### config.mk
export PLATFORM = sky130hd
export DESIGN_NAME = periodic_task_timer_table
export DESIGN_NICKNAME = d
export VERILOG_FILES = /design/src/sv/ptt_pkg.sv /design/src/sv/ptt_ctrl.sv /design/src/sv/ptt_dp.sv /design/src/sv/periodic_task_timer_table.sv
export SDC_FILE = /design/constraint.sdc
export NUM_CORES = 2
export LEC_CHECK = 0
export ABC_AREA = 0
export ABC_CLOCK_PERIOD_IN_PS = 13190
export BUFFER_PORTS_ARGS = -buffer_cell sky130_fd_sc_hd__buf_4
export CAP_MARGIN = 25
export CORE_ASPECT_RATIO = 0.5
export CORE_MARGIN = 4
export CORE_UTILIZATION = 45
export CTS_BUF_LIST = sky130_fd_sc_hd__clkbuf_16
export DETAILED_ROUTE_END_ITERATION = 8
export PLACE_DENSITY = 0.61
export RECOVER_POWER = 25
export SLEW_MARGIN = 15
export SYNTH_ARGS = -nofsm -noshare
export SYNTH_HDL_FRONTEND = slang
export SYNTH_SLANG_ARGS = --single-unit
export TNS_END_PERCENT = 20
### constraint.sdc
create_clock -name clock -period 13.19 [get_ports clock]
set_input_delay 0.6595 -clock clock [delete_from_list [all_inputs] [get_ports clock]]
set_output_delay 0.6595 -clock clock [all_outputs]
set_load 0.03 [all_outputs]
### src/sv/ptt_pkg.sv
// ----------------------------------------------------------------------------
// Periodic task timer table: shared definitions
// Sizes, operation and result codes, and the command and status bundles
// that join the controller to the datapath.
// ----------------------------------------------------------------------------
`default_nettype none

package ptt_pkg;

   // Table geometry.
   localparam int NUM_SLOTS   = 16;
   localparam int SLOT_W      = (NUM_SLOTS > 1) ? $clog2(NUM_SLOTS) : 1;
   localparam int MAX_RESULTS = 16;
   localparam int FIRE_W      = $clog2(MAX_RESULTS + 1);

   // Field widths.
   localparam int GRAN_W    = 6;
   localparam int MODE_W    = 3;
   localparam int ID_W      = 4;
   localparam int IVAL_W    = 16;
   localparam int NOW_W     = 32;
   localparam int KIND_W    = 2;
   localparam int PER_W     = 26;
   localparam int PER20_W   = 31;
   localparam int REM_W     = GRAN_W + 1;
   localparam int DIV_CNT_W = $clog2(IVAL_W);

   // Stream data widths, rounded up to whole bytes.
   localparam int REQ_TDATA_W = 64;
   localparam int RSP_TDATA_W = 8;

   // Constants of the arithmetic.
   localparam logic [GRAN_W-1:0] GRAN_RESET     = GRAN_W'(1);
   localparam logic [9:0]        MS_PER_S       = 10'd1000;
   localparam logic [4:0]        STRETCH_FACTOR = 5'd20;

   // Operation codes of an input item.
   localparam logic [MODE_W-1:0] MODE_ADD     = 3'd0;
   localparam logic [MODE_W-1:0] MODE_REMOVE  = 3'd1;
   localparam logic [MODE_W-1:0] MODE_ENABLE  = 3'd2;
   localparam logic [MODE_W-1:0] MODE_DISABLE = 3'd3;
   localparam logic [MODE_W-1:0] MODE_TICK    = 3'd4;

   // Result kinds.
   localparam logic [KIND_W-1:0] KIND_ADD    = 2'd0;
   localparam logic [KIND_W-1:0] KIND_REMOVE = 2'd1;
   localparam logic [KIND_W-1:0] KIND_ENDIS  = 2'd2;
   localparam logic [KIND_W-1:0] KIND_FIRED  = 2'd3;

   // Commands from the controller to the datapath.
   typedef struct packed {
      logic              load;          // capture the request item
      logic              div_step;      // one remainder step
      logic              sub_en;        // round the interval down
      logic              mul_en;        // seconds to milliseconds
      logic              str_en;        // stretched period
      logic [SLOT_W-1:0] idx;           // slot under scan
      logic              slot_add;      // write a new task into the slot
      logic              slot_remove;   // free the slot
      logic              slot_enable;   // arm the slot
      logic              slot_disable;  // disarm the slot
      logic              slot_fire;     // fire and rearm the slot
      logic              set_ok;        // add or remove succeeded
      logic              push_ack;      // send the acknowledge item
      logic              push_fire;     // send the held fired item, not last
      logic              push_final;    // send the held fired item as last
   } ptt_cmd_type;

   // Status from the datapath to the controller.
   typedef struct packed {
      logic [MODE_W-1:0] req_mode;      // mode of the item on the input
      logic [MODE_W-1:0] mode;          // mode of the item in work
      logic              paused;
      logic              cur_used;
      logic              cur_enabled;
      logic              cur_match;
      logic              cur_due;
      logic              pend_valid;
      logic              fire_full;
      logic              out_free;
   } ptt_stat_type;

endpackage

`default_nettype wire

### src/sv/ptt_ctrl.sv
// ----------------------------------------------------------------------------
// Periodic task timer table: controller
// Sequences the interval rounding and the slot scan of each item and
// decides when results may enter the output register.
// ----------------------------------------------------------------------------
`default_nettype none

module ptt_ctrl (
   input  wire                      clock,
   input  wire                      reset,
   input  wire                      req_tvalid,
   output logic                     req_tready,
   input  ptt_pkg::ptt_stat_type    stat,
   output ptt_pkg::ptt_cmd_type     cmd
);

   localparam logic [2:0] ST_IDLE  = 3'd0;
   localparam logic [2:0] ST_DIV   = 3'd1;
   localparam logic [2:0] ST_SUB   = 3'd2;
   localparam logic [2:0] ST_MUL   = 3'd3;
   localparam logic [2:0] ST_STR   = 3'd4;
   localparam logic [2:0] ST_SCAN  = 3'd5;
   localparam logic [2:0] ST_ACK   = 3'd6;
   localparam logic [2:0] ST_FLUSH = 3'd7;

   localparam logic [ptt_pkg::SLOT_W-1:0] LAST_SLOT =
      ptt_pkg::SLOT_W'(ptt_pkg::NUM_SLOTS - 1);
   localparam logic [ptt_pkg::DIV_CNT_W-1:0] DIV_LAST =
      ptt_pkg::DIV_CNT_W'(ptt_pkg::IVAL_W - 1);

   logic [2:0]                        state_ff, state_in;
   logic [ptt_pkg::SLOT_W-1:0]        idx_ff, idx_in;
   logic [ptt_pkg::DIV_CNT_W-1:0]     cnt_ff, cnt_in;
   logic                              advance;
   logic                              fire_hit;
   logic                              last_slot;

   // Slot scan helpers.
   assign last_slot = (idx_ff == LAST_SLOT);
   assign fire_hit  = stat.cur_used & stat.cur_enabled & stat.cur_due & ~stat.fire_full;

   // Next state and commands.
   always_comb begin
      cmd        = '0;
      cmd.idx    = idx_ff;
      state_in   = state_ff;
      idx_in     = idx_ff;
      cnt_in     = cnt_ff;
      advance    = 1'b0;
      req_tready = (state_ff == ST_IDLE);

      case (state_ff)
         ST_IDLE: begin
            if (req_tvalid) begin
               cmd.load = 1'b1;
               idx_in   = '0;
               cnt_in   = '0;
               case (stat.req_mode)
                  ptt_pkg::MODE_ADD: state_in = ST_DIV;
                  ptt_pkg::MODE_REMOVE, ptt_pkg::MODE_ENABLE,
                  ptt_pkg::MODE_DISABLE, ptt_pkg::MODE_TICK: state_in = ST_SCAN;
                  default: state_in = ST_IDLE;
               endcase
            end
         end
         ST_DIV: begin
            cmd.div_step = 1'b1;
            cnt_in       = cnt_ff + 1'b1;
            if (cnt_ff == DIV_LAST) begin
               state_in = ST_SUB;
            end
         end
         ST_SUB: begin
            cmd.sub_en = 1'b1;
            state_in   = ST_MUL;
         end
         ST_MUL: begin
            cmd.mul_en = 1'b1;
            state_in   = ST_STR;
         end
         ST_STR: begin
            cmd.str_en = 1'b1;
            state_in   = ST_SCAN;
         end
         ST_SCAN: begin
            case (stat.mode)
               ptt_pkg::MODE_ADD: begin
                  if (!stat.cur_used) begin
                     cmd.slot_add = 1'b1;
                     cmd.set_ok   = 1'b1;
                     state_in     = ST_ACK;
                  end else if (last_slot) begin
                     state_in = ST_ACK;
                  end else begin
                     idx_in = idx_ff + 1'b1;
                  end
               end
               ptt_pkg::MODE_REMOVE: begin
                  if (stat.cur_used && stat.cur_match) begin
                     cmd.slot_remove = 1'b1;
                     cmd.set_ok      = 1'b1;
                     state_in        = ST_ACK;
                  end else if (last_slot) begin
                     state_in = ST_ACK;
                  end else begin
                     idx_in = idx_ff + 1'b1;
                  end
               end
               ptt_pkg::MODE_ENABLE: begin
                  cmd.slot_enable = stat.cur_used;
                  advance         = 1'b1;
               end
               ptt_pkg::MODE_DISABLE: begin
                  cmd.slot_disable = stat.cur_used;
                  advance          = 1'b1;
               end
               ptt_pkg::MODE_TICK: begin
                  if (stat.paused) begin
                     cmd.slot_disable = stat.cur_used;
                     advance          = 1'b1;
                  end else if (fire_hit) begin
                     // A held item must leave before a new one takes its place.
                     if (!stat.pend_valid || stat.out_free) begin
                        cmd.slot_fire = 1'b1;
                        cmd.push_fire = stat.pend_valid;
                        advance       = 1'b1;
                     end
                  end else begin
                     advance = 1'b1;
                  end
               end
               default: state_in = ST_IDLE;
            endcase

            // Step to the next slot, or end the full sweep for enable, disable and tick.
            if (advance) begin
               if (!last_slot) begin
                  idx_in = idx_ff + 1'b1;
               end else if (stat.mode == ptt_pkg::MODE_TICK) begin
                  state_in = stat.paused ? ST_IDLE : ST_FLUSH;
               end else begin
                  state_in = ST_ACK;
               end
            end
         end
         ST_ACK: begin
            if (stat.out_free) begin
               cmd.push_ack = 1'b1;
               state_in     = ST_IDLE;
            end
         end
         ST_FLUSH: begin
            if (!stat.pend_valid) begin
               state_in = ST_IDLE;
            end else if (stat.out_free) begin
               cmd.push_final = 1'b1;
               state_in       = ST_IDLE;
            end
         end
         default: state_in = ST_IDLE;
      endcase
   end

   // State registers.
   always_ff @(posedge clock) begin
      if (reset) begin
         state_ff <= ST_IDLE;
         idx_ff   <= '0;
         cnt_ff   <= '0;
      end else begin
         state_ff <= state_in;
         idx_ff   <= idx_in;
         cnt_ff   <= cnt_in;
      end
   end

endmodule

`default_nettype wire

### src/sv/ptt_dp.sv
// ----------------------------------------------------------------------------
// Periodic task timer table: datapath
// Holds the granularity register, the item in work, the interval rounding
// unit, the slot table, the held fired item and the output register.
// ----------------------------------------------------------------------------
`default_nettype none

module ptt_dp (
   input  wire                                   clock,
   input  wire                                   reset,
   input  wire                                   csr_wr_en,
   input  wire  [ptt_pkg::GRAN_W-1:0]            csr_wr_data,
   input  wire  [ptt_pkg::REQ_TDATA_W-1:0]       req_tdata,
   output logic                                  rsp_tvalid,
   input  wire                                   rsp_tready,
   output logic [ptt_pkg::RSP_TDATA_W-1:0]       rsp_tdata,
   output logic                                  rsp_tlast,
   input  ptt_pkg::ptt_cmd_type                  cmd,
   output ptt_pkg::ptt_stat_type                 stat
);

   // Fields of the request item.
   logic [ptt_pkg::MODE_W-1:0]  req_mode;
   logic [ptt_pkg::ID_W-1:0]    req_id;
   logic [ptt_pkg::IVAL_W-1:0]  req_ival;
   logic                        req_slow;
   logic [ptt_pkg::NOW_W-1:0]   req_now;
   logic                        req_conn;
   logic                        req_paused;

   // Configuration and the item in work.
   logic [ptt_pkg::GRAN_W-1:0]  gran_ff;
   logic [ptt_pkg::GRAN_W-1:0]  gran_eff;
   logic [ptt_pkg::IVAL_W-1:0]  raised;
   logic [ptt_pkg::MODE_W-1:0]  mode_ff;
   logic [ptt_pkg::ID_W-1:0]    id_ff;
   logic [ptt_pkg::IVAL_W-1:0]  ival_ff;
   logic                        slow_ff;
   logic [ptt_pkg::NOW_W-1:0]   now_ff;
   logic                        conn_ff;
   logic                        paused_ff;

   // Interval rounding unit.
   logic [ptt_pkg::IVAL_W-1:0]  div_sh_ff;
   logic [ptt_pkg::REM_W-1:0]   rem_ff;
   logic [ptt_pkg::REM_W-1:0]   rem_shift;
   logic [ptt_pkg::IVAL_W-1:0]  round_ff;
   logic [ptt_pkg::PER_W-1:0]   per_ms_ff;
   logic [ptt_pkg::PER20_W-1:0] per20_ff;

   // Slot table.
   logic [ptt_pkg::NUM_SLOTS-1:0] used_ff;
   logic [ptt_pkg::NUM_SLOTS-1:0] en_ff;
   logic [ptt_pkg::NUM_SLOTS-1:0] str_ff;
   logic [ptt_pkg::ID_W-1:0]      slot_id_ff    [ptt_pkg::NUM_SLOTS];
   logic [ptt_pkg::PER_W-1:0]     slot_per_ff   [ptt_pkg::NUM_SLOTS];
   logic [ptt_pkg::PER20_W-1:0]   slot_per20_ff [ptt_pkg::NUM_SLOTS];
   logic [ptt_pkg::NOW_W-1:0]     slot_dl_ff    [ptt_pkg::NUM_SLOTS];
   logic [ptt_pkg::NOW_W-1:0]     fire_period;

   // Result side.
   logic                          ok_ff;
   logic                          pend_valid_ff;
   logic [ptt_pkg::ID_W-1:0]      pend_id_ff;
   logic [ptt_pkg::FIRE_W-1:0]    fire_cnt_ff;
   logic                          out_valid_ff;
   logic [ptt_pkg::KIND_W-1:0]    out_kind_ff;
   logic                          out_ok_ff;
   logic [ptt_pkg::ID_W-1:0]      out_id_ff;
   logic                          out_last_ff;
   logic [ptt_pkg::KIND_W-1:0]    ack_kind;

   // Unpack the request data.
   assign req_mode   = req_tdata[2:0];
   assign req_id     = req_tdata[6:3];
   assign req_ival   = req_tdata[22:7];
   assign req_slow   = req_tdata[23];
   assign req_now    = req_tdata[55:24];
   assign req_conn   = req_tdata[56];
   assign req_paused = req_tdata[57];

   // A granularity of zero counts as one; short intervals are raised to it.
   assign gran_eff = (gran_ff == '0) ? ptt_pkg::GRAN_W'(1) : gran_ff;
   assign raised   = (req_ival < ptt_pkg::IVAL_W'(gran_eff)) ?
                     ptt_pkg::IVAL_W'(gran_eff) : req_ival;

   // Granularity register.
   always_ff @(posedge clock) begin
      if (reset) begin
         gran_ff <= ptt_pkg::GRAN_RESET;
      end else if (csr_wr_en) begin
         gran_ff <= csr_wr_data;
      end
   end

   // Item capture and the restoring remainder, one dividend bit a cycle.
   assign rem_shift = {rem_ff[ptt_pkg::REM_W-2:0], div_sh_ff[ptt_pkg::IVAL_W-1]};

   always_ff @(posedge clock) begin
      if (cmd.load) begin
         mode_ff   <= req_mode;
         id_ff     <= req_id;
         ival_ff   <= raised;
         slow_ff   <= req_slow;
         now_ff    <= req_now;
         conn_ff   <= req_conn;
         paused_ff <= req_paused;
         div_sh_ff <= raised;
         rem_ff    <= '0;
      end else if (cmd.div_step) begin
         div_sh_ff <= {div_sh_ff[ptt_pkg::IVAL_W-2:0], 1'b0};
         if (rem_shift >= ptt_pkg::REM_W'(gran_eff)) begin
            rem_ff <= rem_shift - ptt_pkg::REM_W'(gran_eff);
         end else begin
            rem_ff <= rem_shift;
         end
      end
      if (cmd.sub_en) begin
         round_ff <= ival_ff - ptt_pkg::IVAL_W'(rem_ff);
      end
      if (cmd.mul_en) begin
         per_ms_ff <= ptt_pkg::PER_W'(round_ff) * ptt_pkg::PER_W'(ptt_pkg::MS_PER_S);
      end
      if (cmd.str_en) begin
         per20_ff <= ptt_pkg::PER20_W'(per_ms_ff) *
                     ptt_pkg::PER20_W'(ptt_pkg::STRETCH_FACTOR);
      end
   end

   // Occupied and armed flags.
   always_ff @(posedge clock) begin
      if (reset) begin
         used_ff <= '0;
         en_ff   <= '0;
      end else begin
         if (cmd.slot_add) begin
            used_ff[cmd.idx] <= 1'b1;
            en_ff[cmd.idx]   <= 1'b0;
         end
         if (cmd.slot_remove) begin
            used_ff[cmd.idx] <= 1'b0;
            en_ff[cmd.idx]   <= 1'b0;
         end
         if (cmd.slot_enable) begin
            en_ff[cmd.idx] <= 1'b1;
         end
         if (cmd.slot_disable) begin
            en_ff[cmd.idx] <= 1'b0;
         end
      end
   end

   // The stretched period applies while disconnected, to slots added with slowdown.
   assign fire_period = (!conn_ff && str_ff[cmd.idx]) ?
                        ptt_pkg::NOW_W'(slot_per20_ff[cmd.idx]) :
                        ptt_pkg::NOW_W'(slot_per_ff[cmd.idx]);

   // Slot payload and deadlines.
   always_ff @(posedge clock) begin
      if (cmd.slot_add) begin
         slot_id_ff[cmd.idx]    <= id_ff;
         slot_per_ff[cmd.idx]   <= per_ms_ff;
         slot_per20_ff[cmd.idx] <= per20_ff;
         str_ff[cmd.idx]        <= slow_ff;
      end
      if (cmd.slot_enable) begin
         slot_dl_ff[cmd.idx] <= now_ff + ptt_pkg::NOW_W'(slot_per_ff[cmd.idx]);
      end
      if (cmd.slot_fire) begin
         slot_dl_ff[cmd.idx] <= now_ff + fire_period;
      end
   end

   // Success flag, held fired item and fired count of the current item.
   always_ff @(posedge clock) begin
      if (reset) begin
         ok_ff         <= 1'b0;
         pend_valid_ff <= 1'b0;
         fire_cnt_ff   <= '0;
      end else if (cmd.load) begin
         ok_ff         <= 1'b0;
         pend_valid_ff <= 1'b0;
         fire_cnt_ff   <= '0;
      end else begin
         if (cmd.set_ok) begin
            ok_ff <= 1'b1;
         end
         if (cmd.slot_fire) begin
            pend_valid_ff <= 1'b1;
            fire_cnt_ff   <= fire_cnt_ff + 1'b1;
         end else if (cmd.push_final) begin
            pend_valid_ff <= 1'b0;
         end
      end
   end

   always_ff @(posedge clock) begin
      if (cmd.slot_fire) begin
         pend_id_ff <= slot_id_ff[cmd.idx];
      end
   end

   // Acknowledge kind follows the operation.
   always_comb begin
      case (mode_ff)
         ptt_pkg::MODE_ADD:    ack_kind = ptt_pkg::KIND_ADD;
         ptt_pkg::MODE_REMOVE: ack_kind = ptt_pkg::KIND_REMOVE;
         default:              ack_kind = ptt_pkg::KIND_ENDIS;
      endcase
   end

   // Output register.
   always_ff @(posedge clock) begin
      if (reset) begin
         out_valid_ff <= 1'b0;
      end else if (cmd.push_ack || cmd.push_fire || cmd.push_final) begin
         out_valid_ff <= 1'b1;
      end else if (rsp_tready) begin
         out_valid_ff <= 1'b0;
      end
   end

   always_ff @(posedge clock) begin
      if (cmd.push_ack) begin
         out_kind_ff <= ack_kind;
         out_ok_ff   <= ok_ff;
         out_id_ff   <= '0;
         out_last_ff <= 1'b1;
      end else if (cmd.push_fire || cmd.push_final) begin
         out_kind_ff <= ptt_pkg::KIND_FIRED;
         out_ok_ff   <= 1'b0;
         out_id_ff   <= pend_id_ff;
         out_last_ff <= cmd.push_final;
      end
   end

   assign rsp_tvalid = out_valid_ff;
   assign rsp_tlast  = out_last_ff;
   assign rsp_tdata  = {1'b0, out_id_ff, out_ok_ff, out_kind_ff};

   // Status toward the controller.
   always_comb begin
      stat.req_mode    = req_mode;
      stat.mode        = mode_ff;
      stat.paused      = paused_ff;
      stat.cur_used    = used_ff[cmd.idx];
      stat.cur_enabled = en_ff[cmd.idx];
      stat.cur_match   = (slot_id_ff[cmd.idx] == id_ff);
      stat.cur_due     = (now_ff >= slot_dl_ff[cmd.idx]);
      stat.pend_valid  = pend_valid_ff;
      stat.fire_full   = (fire_cnt_ff == ptt_pkg::FIRE_W'(ptt_pkg::MAX_RESULTS));
      stat.out_free    = ~out_valid_ff | rsp_tready;
   end

endmodule

`default_nettype wire

### src/sv/periodic_task_timer_table.sv
// ----------------------------------------------------------------------------
// Periodic task timer table
// A table of periodic tasks: add, remove, enable all, disable all and a
// tick that fires every due task and rearms it, or disarms every task when paused.
//
//   Channel  Direction  Handshake             Payload
//   req      in         req_tvalid/tready     tdata: mode, task_id, interval_s,
//                                             slowdown, now_ms, connected, paused
//   rsp      out        rsp_tvalid/tready     tdata: kind, ok, fired_id; tlast
//   csr      in         csr_wr_en             csr_wr_data: granularity_s
//
// Items are taken one at a time. The slot scan visits one slot a cycle, except
// while a tick waits for the output register; add first runs the remainder
// unit, then rounds down, scales to milliseconds and stretches the period.
// Each fired task past the first waits for the output register to drain.
// Reset empties the table and sets the granularity to one second.
// ----------------------------------------------------------------------------
`default_nettype none

module periodic_task_timer_table (
   input  wire                                clock,
   input  wire                                reset,
   // Granularity register write.
   input  wire                                csr_wr_en,
   input  wire  [ptt_pkg::GRAN_W-1:0]         csr_wr_data,
   // Request stream.
   input  wire                                req_tvalid,
   output logic                               req_tready,
   // Fields from bit 0: mode[3], task_id[4], interval_s[16], slowdown[1],
   // now_ms[32], connected[1], paused[1], zero fill[6].
   input  wire  [ptt_pkg::REQ_TDATA_W-1:0]    req_tdata,
   // Response stream.
   output logic                               rsp_tvalid,
   input  wire                                rsp_tready,
   // Fields from bit 0: kind[2], ok[1], fired_id[4], zero fill[1].
   output logic [ptt_pkg::RSP_TDATA_W-1:0]    rsp_tdata,
   output logic                               rsp_tlast
);

   ptt_pkg::ptt_cmd_type  cmd;
   ptt_pkg::ptt_stat_type stat;

   // Sequencer.
   ptt_ctrl u_ctrl (
      .clock      (clock),
      .reset      (reset),
      .req_tvalid (req_tvalid),
      .req_tready (req_tready),
      .stat       (stat),
      .cmd        (cmd)
   );

   // Table, arithmetic and output register.
   ptt_dp u_dp (
      .clock       (clock),
      .reset       (reset),
      .csr_wr_en   (csr_wr_en),
      .csr_wr_data (csr_wr_data),
      .req_tdata   (req_tdata),
      .rsp_tvalid  (rsp_tvalid),
      .rsp_tready  (rsp_tready),
      .rsp_tdata   (rsp_tdata),
      .rsp_tlast   (rsp_tlast),
      .cmd         (cmd),
      .stat        (stat)
   );

endmodule

`default_nettype wire

==> results.md <==
- The run finished with clean final reports.
- The finished layout holds ~5700 standard cells, fillers aside.
- The mean instance size in the synthesized netlist is around 20 µm².
- The category of the most critical setup path is reg -> reg.
- The library cell used most frequently in the layout, excluding fill and tap cells, is sky130_fd_sc_hd__edfxtp_1.
- Row generation in the floorplan step produced 99 rows.
- The clock passes through at most 3 buffers.
- In this run, post-CTS hold repair placed 0 buffers.
- 86 I/O pins were placed.
- In the final timing run, aggregate negative setup slack is 0 ps.
- Of the post-synthesis cell area, the dominant cell type holds 0.684.
- The diode insertion count for antenna repair is 0.
- Data arrives at the worst endpoint at between 10000 and 15000 ps.
- Sorting the synthesized cells by area gives the leading types as sky130_fd_sc_hd__edfxtp_1, sky130_fd_sc_hd__mux4_2, sky130_fd_sc_hd__ha_1.
- The nature of the critical path startpoint is a flip-flop.
- The nature of the critical path endpoint is a flip-flop.
- The worst hold path belongs to the class in -> reg.
- Power spread over the standard cell area amounts to around 150 mW/mm².
- The worst min-delay path startpoint is req_tdata[28].
- The detailed router placed between 30000 and 40000 vias in this run.
- The total design power is 11500 µW.
- The core occupancy in the finished layout is 0.510.
- Setup repair after global routing left no endpoint under its margin.
- Setup violations remaining at the end of the flow were counted as 0.
- The tree is rooted in a sky130_fd_sc_hd__clkbuf_16.
- The count of final max-slew check failures came to 0.
- The area of the die is ~0.16 mm².
- Routability-driven placement finished with a final weighted congestion of approximately 0.81.
- After clock tree synthesis, the setup repair step added 0 buffers.
- In the finished design, the share of the clock period the worst path needs comes to 0.826.
- The global-route wire length before repair is ~230000 µm.
- In this run the tightest slew margin relative to its limit is 0.315.
- Buffers placed on the I/O ports in this run total 78.
- The number of nets handed over by synthesis was between 3000 and 4000.
- For this run, design rule violations remaining after detail routing come to 0.
- The detailed-router iteration count before antenna repair is 5.
- The number of antenna violations at the first check in global routing is 3.
- The number of gates resized after cts is 0.
- Yosys mapped a number of flops with a built-in enable equal to 1522.
- The maximum clock frequency is around 90 MHz.
- After the last flow step, the layout net total stands at roughly 4000.
- The flip-flop cell with the highest count after synthesis is sky130_fd_sc_hd__edfxtp_1.
- The area growth from synthesis to layout is 12.0%.
- The tool flagged a number of max-cap violations equal to 0.
- The routed wire length is between 150000 and 200000 µm.
- The routed via count divided by cell count is roughly 5.8.
- The flip-flop and latch count after synthesis is 1595.
- The CTS tree is built.
- The maximum number of pins on one net before global-route repair is 81.
- The largest total area in the synthesized netlist belongs to sky130_fd_sc_hd__edfxtp_1.
- The number of instances in the placed design is 5393.
- The share of synthesized area occupied by flip-flops and latches is 0.706.
- The worst endpoint required time is around 14000 ps.
- The terminus of the critical flop-to-flop path is u_dp.slot_dl_ff[7][28]$_DFFE_PP_.
- The total number of clock tree sinks is 1595.
- Across the routed clock network, the largest skew measured is approximately 25 ps.
- The sum of overflow across all layers after global routing is 0.
- The end of the worst hold path is u_dp.now_ff[4]$_DFFE_PP_.
- The H-tree depth is 4.
- The number of hold violations in the final report is 0.
- In the final routed layout, each cell accounts on average for roughly 27 µm.
- The cell count of the worst reg-to-reg path is 26.
- The width of the die is roughly 550 µm.
- The number of fill cells in the layout is 11600.
- At the pin with the least slew margin, the transition time is just over 1000 ps.
- The total clock buffers created by CTS is 143.
- The count of synthesis-stage warnings from yosys is 0.
- The placeable core region is 0.147 mm².
- The cell depth of the worst min-delay path is 1.
- The leakage power total is ~0.024 µW.
- The clock-pin transition on the worst setup and hold timing paths is 70 ps.
- The clock insertion delay at the later pin of the skew report is roughly 760 ps.
- For this run, asynchronously set or reset flops after synthesis account for 0.
- The register-to-register setup slack is roughly 2300 ps.
- In this run the worst path has a maximum fanout of 49.
- The initial detailed-routing violation count is roughly 3500.
- The post-detailed-route count of antenna-violating nets is 0.
- The initial utilization of the core area, before any placement, comes to 0.455.
- Leaving out fill and tap cells, the most frequent cells in the layout are sky130_fd_sc_hd__edfxtp_1, sky130_fd_sc_hd__mux4_2, sky130_fd_sc_hd__inv_1.
- The setup slack after placement is 1870 ps.
- The y dimension of the die is roughly 280 µm.
- For this run, the total global-route usage over all layers was measured as 0.197.
- Counting distinct cell types in the post-synthesis netlist gives 74.
- The peak ir drop on the vdd network is between 0.1 and 0.15 mV.
- Once routing completed, OpenROAD measured the worst setup slack at ~2300 ps.
- The smallest clock period supported by the final layout is computed as 10900 ps.
- Of the cells placed in the final design, the portion with a size suffix greater than 1 is 0.236.
- The number of instances in the synthesized netlist is 3421.
- The number of global-route vias before repair came to 34100.
- The total standard cell area after synthesis is 0.0668 mm².
- The wire-length estimate of the detail-placed layout is 85500 µm.
[cell type report]
cell class / instances / area, µm² / share of cell area
Multi-Input combinational cell: 1524 / 18700 / 0.251
Clock buffer: 147 / 3680 / 0.0492
Sequential cell: 1595 / 47200 / 0.630
Inverter: 153 / 577 / 0.00771
Clock inverter: 109 / 817 / 0.0109
Tap cell: 1969 / 2460 / 0.0329
Timing Repair Buffer: 169 / 1380 / 0.0184
[synth_stat cells, types with 24 or more instances]
cell                       count
sky130_fd_sc_hd__mux2_2       33
sky130_fd_sc_hd__nand3_1      37
sky130_fd_sc_hd__buf_1        26
sky130_fd_sc_hd__nor2_1      127
sky130_fd_sc_hd__a21oi_1      92
sky130_fd_sc_hd__o21ai_0      56
sky130_fd_sc_hd__a21o_1       24
sky130_fd_sc_hd__mux4_2      435
sky130_fd_sc_hd__edfxtp_1   1522
sky130_fd_sc_hd__inv_1       152
sky130_fd_sc_hd__xor2_1       24
sky130_fd_sc_hd__clkbuf_1    110
sky130_fd_sc_hd__ha_1        180
sky130_fd_sc_hd__fa_1         58
sky130_fd_sc_hd__dfxtp_1      73
sky130_fd_sc_hd__xnor2_1      64
sky130_fd_sc_hd__nand2_1     115
[worst max-delay path, cell delays in order (launching register included)]
cell                        delay (ps)
sky130_fd_sc_hd__dfxtp_4           840
sky130_fd_sc_hd__buf_4             660
sky130_fd_sc_hd__mux4_2            600
sky130_fd_sc_hd__mux4_2            490
sky130_fd_sc_hd__inv_1              80
sky130_fd_sc_hd__ha_1              120
sky130_fd_sc_hd__nand3_1            90
sky130_fd_sc_hd__o221ai_1          300
sky130_fd_sc_hd__o21ai_0           140
sky130_fd_sc_hd__a31oi_1           400
sky130_fd_sc_hd__o21ai_1           350
sky130_fd_sc_hd__or3_1             620
sky130_fd_sc_hd__nor3b_4           280
sky130_fd_sc_hd__buf_12            430
sky130_fd_sc_hd__mux4_2            590
sky130_fd_sc_hd__mux2_2            390
sky130_fd_sc_hd__ha_1              390
sky130_fd_sc_hd__a21o_1            210
sky130_fd_sc_hd__a2bb2oi_1         240
sky130_fd_sc_hd__a21boi_0          230
sky130_fd_sc_hd__a221oi_1          630
sky130_fd_sc_hd__a41oi_1           360
sky130_fd_sc_hd__a41o_1            350
sky130_fd_sc_hd__o41ai_1           680
sky130_fd_sc_hd__or4b_2            640
sky130_fd_sc_hd__o211ai_1          180
sky130_fd_sc_hd__clkbuf_4          290
[power by group]
group | total (µW) | switching (µW) | internal, µW
clock network | 4060 | 1840 | 2230
registers | 6060 | 151 | 5910
logic | 1420 | 838 | 581
total | 11500 | 2830 | 8710
[registers in the layout, indices dropped and copies added (netlist names), 6 cells and up, named ones only]
name,count
u_dp.slot_per_ff,368
u_dp.round_ff,16
u_dp.str_ff,16
u_dp.per20_ff,26
u_dp.slot_id_ff,64
u_dp.now_ff,32
u_dp.rem_ff,7
u_dp.ival_ff,16
u_dp.en_ff,16
u_dp.div_sh_ff,16
u_dp.gran_ff,6
u_dp.used_ff,16
u_dp.slot_per20_ff,416
u_dp.slot_dl_ff,512
u_dp.per_ms_ff,23
[stage by stage]
stage / area (µm²) / hold slack, ps
after floorplan: 66800 / 440
after global placement: 70100 / 460
after detailed placement: 70200 / 466
after CTS: 74700 / 5.18
after global routing: 74800 / 54.4
final: 74800 / 94.9
[worst max path at each step]
stage,cells past startpoint,end
2_1_floorplan,29,u_dp.slot_dl_ff[0][28]$_DFFE_PP_
3_3_place_gp,25,u_dp.slot_dl_ff[14][29]$_DFFE_PP_
3_5_place_dp,25,u_dp.slot_dl_ff[13][29]$_DFFE_PP_
4_1_cts,25,u_dp.slot_dl_ff[5][29]$_DFFE_PP_
5_1_grt,26,u_dp.slot_dl_ff[4][28]$_DFFE_PP_
6_report,26,u_dp.slot_dl_ff[7][28]$_DFFE_PP_
[logic make-up (layout without fill, tap and decap cells)]
family,count (synthesis),in the layout,share of synthesized area
simple gates,418,418,0.0298
compound gates,292,292,0.0280
xor+xnor,88,88,0.0115
other cells,1,1,0.0000561
fa+ha+maj,238,238,0.0511
flops,1595,1595,0.706
buf+inv,302,578,0.0181
mux,487,487,0.155
[routing by layer]
| metal | track usage | part of all wire |
|---|---|---|
| met1 | 0.284 | 0.44 |
| met4 | 0.0472 | 0.019 |
| met5 | 0 | 0 |
| met3 | 0.0329 | 0.058 |
| met2 | 0.317 | 0.48 |
Note: power is estimated with default switching activity, not from simulation.
